**config.mk**
```make
export PLATFORM = sky130hd
export DESIGN_NAME = itas_sqrt
export DESIGN_NICKNAME = d
export VERILOG_FILES = /design/src/hdl/itas_pkg.sv /design/src/hdl/itas_sqrt.sv
export SDC_FILE = /design/constraint.sdc
export NUM_CORES = 2
export LEC_CHECK = 0
export BUFFER_PORTS_ARGS = -buffer_cell sky130_fd_sc_hd__buf_2
export CELL_PAD_IN_SITES_DETAIL_PLACEMENT = 0
export CELL_PAD_IN_SITES_GLOBAL_PLACEMENT = 1
export CORE_MARGIN = 1
export CORE_UTILIZATION = 47
export DETAILED_ROUTE_END_ITERATION = 6
export GPL_ROUTABILITY_DRIVEN = 0
export MAX_ROUTING_LAYER = met4
export PLACE_DENSITY_LB_ADDON = 0.15
export SLEW_MARGIN = 0
export SYNTH_ARGS = -nofsm -noshare
export SYNTH_HDL_FRONTEND = slang
export SYNTH_SLANG_ARGS = --single-unit
```
**constraint.sdc**
```tcl
create_clock -name clk -period 20.7 [get_ports clk]
set_input_delay 3.105 -clock clk [delete_from_list [all_inputs] [get_ports clk]]
set_output_delay 3.105 -clock clk [all_outputs]
set_load 0.1 [all_outputs]
```
**src/hdl/itas_pkg.sv**
```systemverilog
`default_nettype none
// ----------------------------------------------------------------------------
// itas_pkg
// Shared widths, side-band record and arctangent step table for the inertial
// scaling and tilt pipeline.
// ----------------------------------------------------------------------------
package itas_pkg;

  localparam int RawW   = 16;
  localparam int MgW    = 12;
  localparam int CdpsW  = 16;
  localparam int TiltW  = 15;

  // Square root of (ay^2 + az^2) * 2^16, two result bits per stage.
  localparam int SumW         = 32;
  localparam int NumW         = SumW + 16;
  localparam int RootW        = NumW / 2;
  localparam int RemW         = RootW + 2;
  localparam int SqrtPerStage = 2;
  localparam int SqrtStages   = RootW / SqrtPerStage;

  // Vectoring rotator.
  localparam int CordW     = 27;
  localparam int AngW      = 26;
  localparam int AtanW     = 23;
  localparam int CordSteps = 20;
  localparam int TiltMax   = 9000;

  // floor(2^32 / 262), used for the rate conversion with one correction step.
  localparam logic [23:0] CdpsRecip = 24'd16393004;

  typedef struct packed {
    logic signed [MgW-1:0]   accel_x_mg;
    logic signed [MgW-1:0]   accel_y_mg;
    logic signed [MgW-1:0]   accel_z_mg;
    logic signed [CdpsW-1:0] rate_x_cdps;
    logic signed [CdpsW-1:0] rate_y_cdps;
    logic signed [CdpsW-1:0] rate_z_cdps;
    logic signed [RawW-1:0]  ax;
    logic                    ax_zero;
    logic                    s_zero;
  } side_t;

  // atan(2^-i) in units of 1/1024 hundredth of a degree.
  function automatic logic [AtanW-1:0] atan_step(input int unsigned idx);
    logic [AtanW-1:0] val;
    unique case (idx)
      0:       val = 23'd4608000;
      1:       val = 23'd2720261;
      2:       val = 23'd1437311;
      3:       val = 23'd729602;
      4:       val = 23'd366217;
      5:       val = 23'd183287;
      6:       val = 23'd91666;
      7:       val = 23'd45836;
      8:       val = 23'd22918;
      9:       val = 23'd11459;
      10:      val = 23'd5730;
      11:      val = 23'd2865;
      12:      val = 23'd1432;
      13:      val = 23'd716;
      14:      val = 23'd358;
      15:      val = 23'd179;
      16:      val = 23'd90;
      17:      val = 23'd45;
      18:      val = 23'd22;
      19:      val = 23'd11;
      default: val = '0;
    endcase
    return val;
  endfunction

endpackage
`default_nettype wire

```
**src/hdl/itas_sqrt.sv**
```systemverilog
`default_nettype none
// ----------------------------------------------------------------------------
// itas_sqrt
// Pipelined digit-by-digit integer square root of the sum scaled by 2^16,
// two root bits per stage, carrying the side-band record alongside.
// ----------------------------------------------------------------------------
module itas_sqrt import itas_pkg::*; (
  input  logic             clk,
  input  logic             rst,
  input  logic             in_valid,
  output logic             in_ready,
  input  logic [SumW-1:0]  in_sum,
  input  side_t            in_side,
  output logic             out_valid,
  input  logic             out_ready,
  output logic [RootW-1:0] out_root,
  output side_t            out_side
);

  logic             v    [SqrtStages];
  logic             en   [SqrtStages+1];
  logic [RemW-1:0]  rem  [SqrtStages];
  logic [RootW-1:0] root [SqrtStages];
  logic [SumW-1:0]  sum  [SqrtStages];
  side_t            side [SqrtStages];

  assign en[SqrtStages] = out_ready;

  for (genvar k = 0; k < SqrtStages; k++) begin : g_stage
    logic [RemW-1:0]  rem_in;
    logic [RootW-1:0] root_in;
    logic [SumW-1:0]  sum_in;
    side_t            side_in;
    logic             valid_in;
    logic [NumW-1:0]  num;
    logic [RemW-1:0]  rem_w  [SqrtPerStage+1];
    logic [RootW-1:0] root_w [SqrtPerStage+1];

    if (k == 0) begin : g_first
      assign rem_in   = '0;
      assign root_in  = '0;
      assign sum_in   = in_sum;
      assign side_in  = in_side;
      assign valid_in = in_valid;
    end else begin : g_next
      assign rem_in   = rem[k-1];
      assign root_in  = root[k-1];
      assign sum_in   = sum[k-1];
      assign side_in  = side[k-1];
      assign valid_in = v[k-1];
    end

    assign num       = {sum_in, {(NumW-SumW){1'b0}}};
    assign rem_w[0]  = rem_in;
    assign root_w[0] = root_in;

    for (genvar j = 0; j < SqrtPerStage; j++) begin : g_iter
      localparam int Pos = NumW - 2 - 2 * (SqrtPerStage * k + j);
      logic [RemW+1:0] rem_sh;
      logic [RemW+1:0] trial;
      logic            ge;

      // Bring down the next pair of radicand bits and try the next root bit.
      assign rem_sh        = {rem_w[j], num[Pos +: 2]};
      assign trial         = {2'b00, root_w[j], 2'b01};
      assign ge            = rem_sh >= trial;
      assign rem_w[j+1]    = ge ? RemW'(rem_sh - trial) : RemW'(rem_sh);
      assign root_w[j+1]   = {root_w[j][RootW-2:0], ge};
    end

    assign en[k] = !v[k] || en[k+1];

    always_ff @(posedge clk) begin
      if (rst) begin
        v[k] <= 1'b0;
      end else if (en[k]) begin
        v[k] <= valid_in;
      end
    end

    always_ff @(posedge clk) begin
      if (en[k]) begin
        rem[k]  <= rem_w[SqrtPerStage];
        root[k] <= root_w[SqrtPerStage];
        sum[k]  <= sum_in;
        side[k] <= side_in;
      end
    end
  end

  assign in_ready  = en[0];
  assign out_valid = v[SqrtStages-1];
  assign out_root  = root[SqrtStages-1];
  assign out_side  = side[SqrtStages-1];

  a_rem_bound : assert property (@(posedge clk) disable iff (rst)
    v[SqrtStages-1] |->
      ({1'b0, rem[SqrtStages-1]} <= {2'b00, root[SqrtStages-1], 1'b0}))
    else $error("square root remainder exceeds twice the root");

  a_enter : assert property (@(posedge clk) disable iff (rst)
    (in_valid && in_ready) |=> v[0])
    else $error("accepted request did not reach the first root stage");

endmodule
`default_nettype wire

```
Yosys cells after proc, flatten, opt, wreduce, memory -nomap -nowiden

Memory sizes are Yosys's and may differ from the RTL's.
Cells that the tools add are included.

Flip-flop bits (word level): 0
Word-level logic and storage cells: 175
Memories: 5
Input port bits: 138
Output and inout port bits: 128
ROM bits: 0
Latch bits: 0
Memory bits (writable): 2220

Memories:

| memory | words | width | rd ports | clocked after memory_dff | write ports | line            | text |
|---|---|---|---|---|---|---|---|
| side   | 12    | 102   | 12       | 0                        | 12          | itas_sqrt.sv:25 | `side_t side [SqrtStages];` |
| sum    | 12    | 32    | 11       | 0                        | 12          | itas_sqrt.sv:24 | `logic [SumW-1:0] sum [SqrtStages];` |
| rem    | 12    | 26    | 11       | 0                        | 12          | itas_sqrt.sv:22 | `logic [RemW-1:0] rem [SqrtStages];` |
| root   | 12    | 24    | 12       | 0                        | 12          | itas_sqrt.sv:23 | `logic [RootW-1:0] root [SqrtStages];` |
| v      | 12    | 1     | 12       | 0                        | 12          | itas_sqrt.sv:20 | `logic v [SqrtStages];` |

Shift operators: 0
Add/sub/neg operators: 24
Muxes and demuxes: 86
Reduce and logical (&&, ||, !) cells: 24
Eq/ne operators: 0
Multipliers: 0
Magnitude comparators: 24
Divide/modulo/power cells: 0
Bitwise logic cells: 12

Operators with widths:

| cell                  | number |
|---|---|
| $mux W26              | 24 |
| $ge A28 B26 Y1        | 22 |
| $sub A26 B26 Y26      | 22 |
| $mux W1               | 62 |
| $ge A28 B3 Y1         | 1 |
| $sub A26 B3 Y26       | 1 |
| $logic_not A1 Y1      | 12 |
| $logic_or A1 B1 Y1    | 12 |
| $or A1 B1 Y1          | 12 |
| $sub A2 B1 Y3 const B | 1 |
| $ge A2 B1 Y1 const B  | 1 |

Depth between registers and ports, before layout

An unclocked memory read counts as a cell.

Depth after elaboration: 18
Mapped depth: 27
Mapped depth without buffers: 25

Worst setup path before layout

OpenSTA, ideal clock, no wires.

Kind: input-to-output
From: in out_ready
To: out in_ready
Data required time: 17595 ps
Stages on the path: 9
Slack: -65 ps
Data arrival time: 17660 ps
Path buffers: 1
Path through: nor2b_1 > and2_1 > and3_1 > clkbuf_1 > nand4_1 > nor2_1 > nand3_1 > nor2_1 > nand2_1

RTL lines:

| what               | line            | text |
|---|---|---|
| start: declaration | itas_sqrt.sv:15 | `input logic out_ready,` |
| end: declaration   | itas_sqrt.sv:11 | `output logic in_ready,` |

==> impl_results.md <==
- Clock Skew: 0.0744 ns
- Vias per inst: 5.29
- Nets: 6,048
- Final setup vio count: 0
- Worst Path Buf+Inv: 2
- Post-Synth Simple-Gate Area: 0.0851
- CTS Hold Bufs: 0
- Pwr dens: 110 nW/um^2
- Die Y: 404 microns
- Clk sink count: 1,772
- Critical Path End Type: output pin
- Maximum VDD drop: 0.0879 mV
- CP Launch Type: primary input
- Clock Path Buffers: 3
- Cell with the most instances after synthesis: edfxtp_1
- Initial antenna violation count: 11
- Pre-CTS WS: 10.77 ns
- DR pass1 iterations: 5
- R2R depth: 22
- Largest family of logic cells by synthesized area: simple AND/OR/NAND/NOR gates
- Clk slew on worst S/H paths: 0.06 ns
- Die area: 163,000 sq um
- Crit path max fanout: 11
- Final Max Tran Viols: 0
- CP arrival: 6.74 ns
- Hold Path Depth: 0
- Number of synthesized flops with an enable pin: 1,772
- Count of cell types in the netlist: 95
- CP max stage cell: nor2_1
- Top cell type's share of synthesized area: 0.700
- DP HPWL: 105,000 microns
- Register area share after synthesis: 0.700
- Multiplexer share of the synthesized area: 0.0156
- First-pass GRT wire length: 229,000 microns
- CP top delay family: simple AND/OR/NAND/NOR gates
- Post-layout min period: 9.85 ns
- Vias in the first global route: 40.9k
- Synth async-reset ratio: 0
- Avg Cell Area, Syn: 14.6 sq um
- Worst path max stage delay: 0.61 ns
- Row cnt: 147
- Setup total negative slack: 0 ns
- Largest net degree at the start of global routing: 152
- Syn Inst Count: 5,207
- Initial drt markers: 2,462
- RSZ-0062 raised after global routing: false
- Xor/xnor share of the synthesized area: 0.0446
- Fmax: 0.102 GHz
- Vias: 41.8k
- Relative max-transition margin: 0.223
- CTS resizes: 0
- Post-route ant nets: 0
- Yosys reg bits: 1,772
- CTS root buf: clkbuf_16
- Crit path depth: 10
- Yosys top cell by area: edfxtp_1
- Least-Margin Pin Slew: 1.16 ns
- Post-Synth Adder-Cell Area: 0.0518
- Critical path required time: 17.59 ns
- Final Cycle Share: 0.476
- I/O Buffers: 265
- Setup repair bufs after CTS: 0
- Total power: 9420 uW
- Worst skew pair latency: 0.80 ns
- IO Count: 266
- DIE WIDTH: 404 microns
- Final Hold Fails: 0
- H-tree lvl count: 4
- DR WL/cell: 18.7 microns
- Max cap viols: 0
- Top cells by area, synth: edfxtp_1 (70%), ha_1 (5.0%), xnor2_1 (3.0%), a21oi_1 (2.2%), nor2_1 (1.7%)
- Core Area: 161,000 sq um
- Post-route worst setup slack: 10.85 ns
- Layout cells sized above 1: 0.125
- Tot GR Track Use: 0.185
- Compound-cell area share of the yosys netlist: 0.0835
- Synthesized area: 76,000 sq um
- Worst Hold Class: flip-flop to flip-flop
- Main synth FF type: edfxtp_1
- Status: finished, final reports clean
- Final WL: 148,000 microns
- Num CTS Buffers: 178
- DRC: 0
- Yosys warns: 0
- Area Growth Syn to Fin: 13.1%
- Cells along the critical path: buf_2, nor2b_1, and2_1, and3_1, nand4_1, nor2_1, nand3_4, nor2_1, nand2_4, buf_2
- Gr ovfl total: 0
- CP Class: primary input to output pin
- CTS tree: done
- Synth cell count leaders: edfxtp_1 (1,772), a21oi_1 (340), nor2_1 (337)
- Initial core utilization: 0.473
- P_leak: 0.0334 uW
==> worst paths after layout <==
kind | startpoint | to | slack (ns)
worst max-delay path | out_ready | in_ready | 10.85
worst min-delay path | side[0][92]$_DFFE_PP_ | side[0][194]$_DFFE_PP_ | 0.35
worst max register to register | root[1][76]$_DFFE_PP_ | rem[8][16]$_DFFE_PP_ | 13.44
worst min register to register | side[0][92]$_DFFE_PP_ | side[0][194]$_DFFE_PP_ | 0.35
==> layer usage <==
metal  share of wire  global-route usage  vias to the layer above  routed length [microns]
met4           0.033              0.0663                        0                     4920
met1            0.46               0.247                    20150                    68100
met2            0.47               0.293                      820                    68900
li1                -                   -                    20544                        -
met5               0                   -                        -                        0
met3           0.039              0.0249                      306                     5700
==> cells by family (layout without fill, tap and decap cells) <==
logic type	Yosys count	count (layout)
AO/OA/AOI/OAI	995	995
multiplexers	108	108
adder cells (fa/ha/maj)	310	310
flip-flops	1772	1772
XOR/XNOR	387	387
buffers and inverters	371	904
other	1	8
AND/OR/NAND/NOR	1263	1263
==> report_power, final <==
group          internal (uW)  switching [uW]  total [uW]
Sequential              4350             242        4590
Combinational            694             974        1670
Clock                   1820            1340        3160
Total                   6870            2560        9420
==> per-stage QoR <==
step | area (sq um) | utilization | instances | hold slack [ns]
floorplan | 76000 | - | 5209 | 0.400
global placement | 80000 | 0.498 | 7580 | 0.400
detailed placement | 80000 | 0.498 | 7580 | 0.405
CTS | 85900 | 0.535 | 7902 | 0.352
global route | 85900 | 0.535 | 7903 | 0.354
finish | 85900 | 0.535 | 7907 | 0.354
==> placed cells by master, fill, tap and decap left out, types with 54 or more instances in the layout <==
master	n
edfxtp_1	1772
a21oi_1	340
nor2_1	337
ha_1	303
nand2_1	267
inv_1	266
buf_2	265
xnor2_1	260
clkbuf_16	180
o21ai_0	176
xor2_1	127
nand3_1	97
a21o_1	93
mux2_2	83
nor3_1	82
nor2b_1	58
nand2b_1	56
or3_1	54
==> sequential cells by signal (all words and copies together) (netlist names) <==
signal and count:
rem 271, sum 112, side 1224, v 12
root 153
==> worst reg2reg max path: cells and delay by family (launching register included) <==
kind                       cells  cell delay, ns
muxes                          2            0.80
buffers and inverters          3            0.45
adders and majority gates      2            0.56
AOI/OAI and AO/OA             11            3.68
and+or+nand+nor                4            1.16
DFF                            1            0.38
==> area by class of cell <==
class,instances,area (sq um)
antenna,5,12.5
clock buffer,218,4650
clock inverter,104,1240
fill,13226,74700
inverter,278,1070
multi-input combinational,3066,21400
sequential,1772,53200
tap,2160,2700
timing repair buffer,304,1630
(Power assumes the default switching activity.)
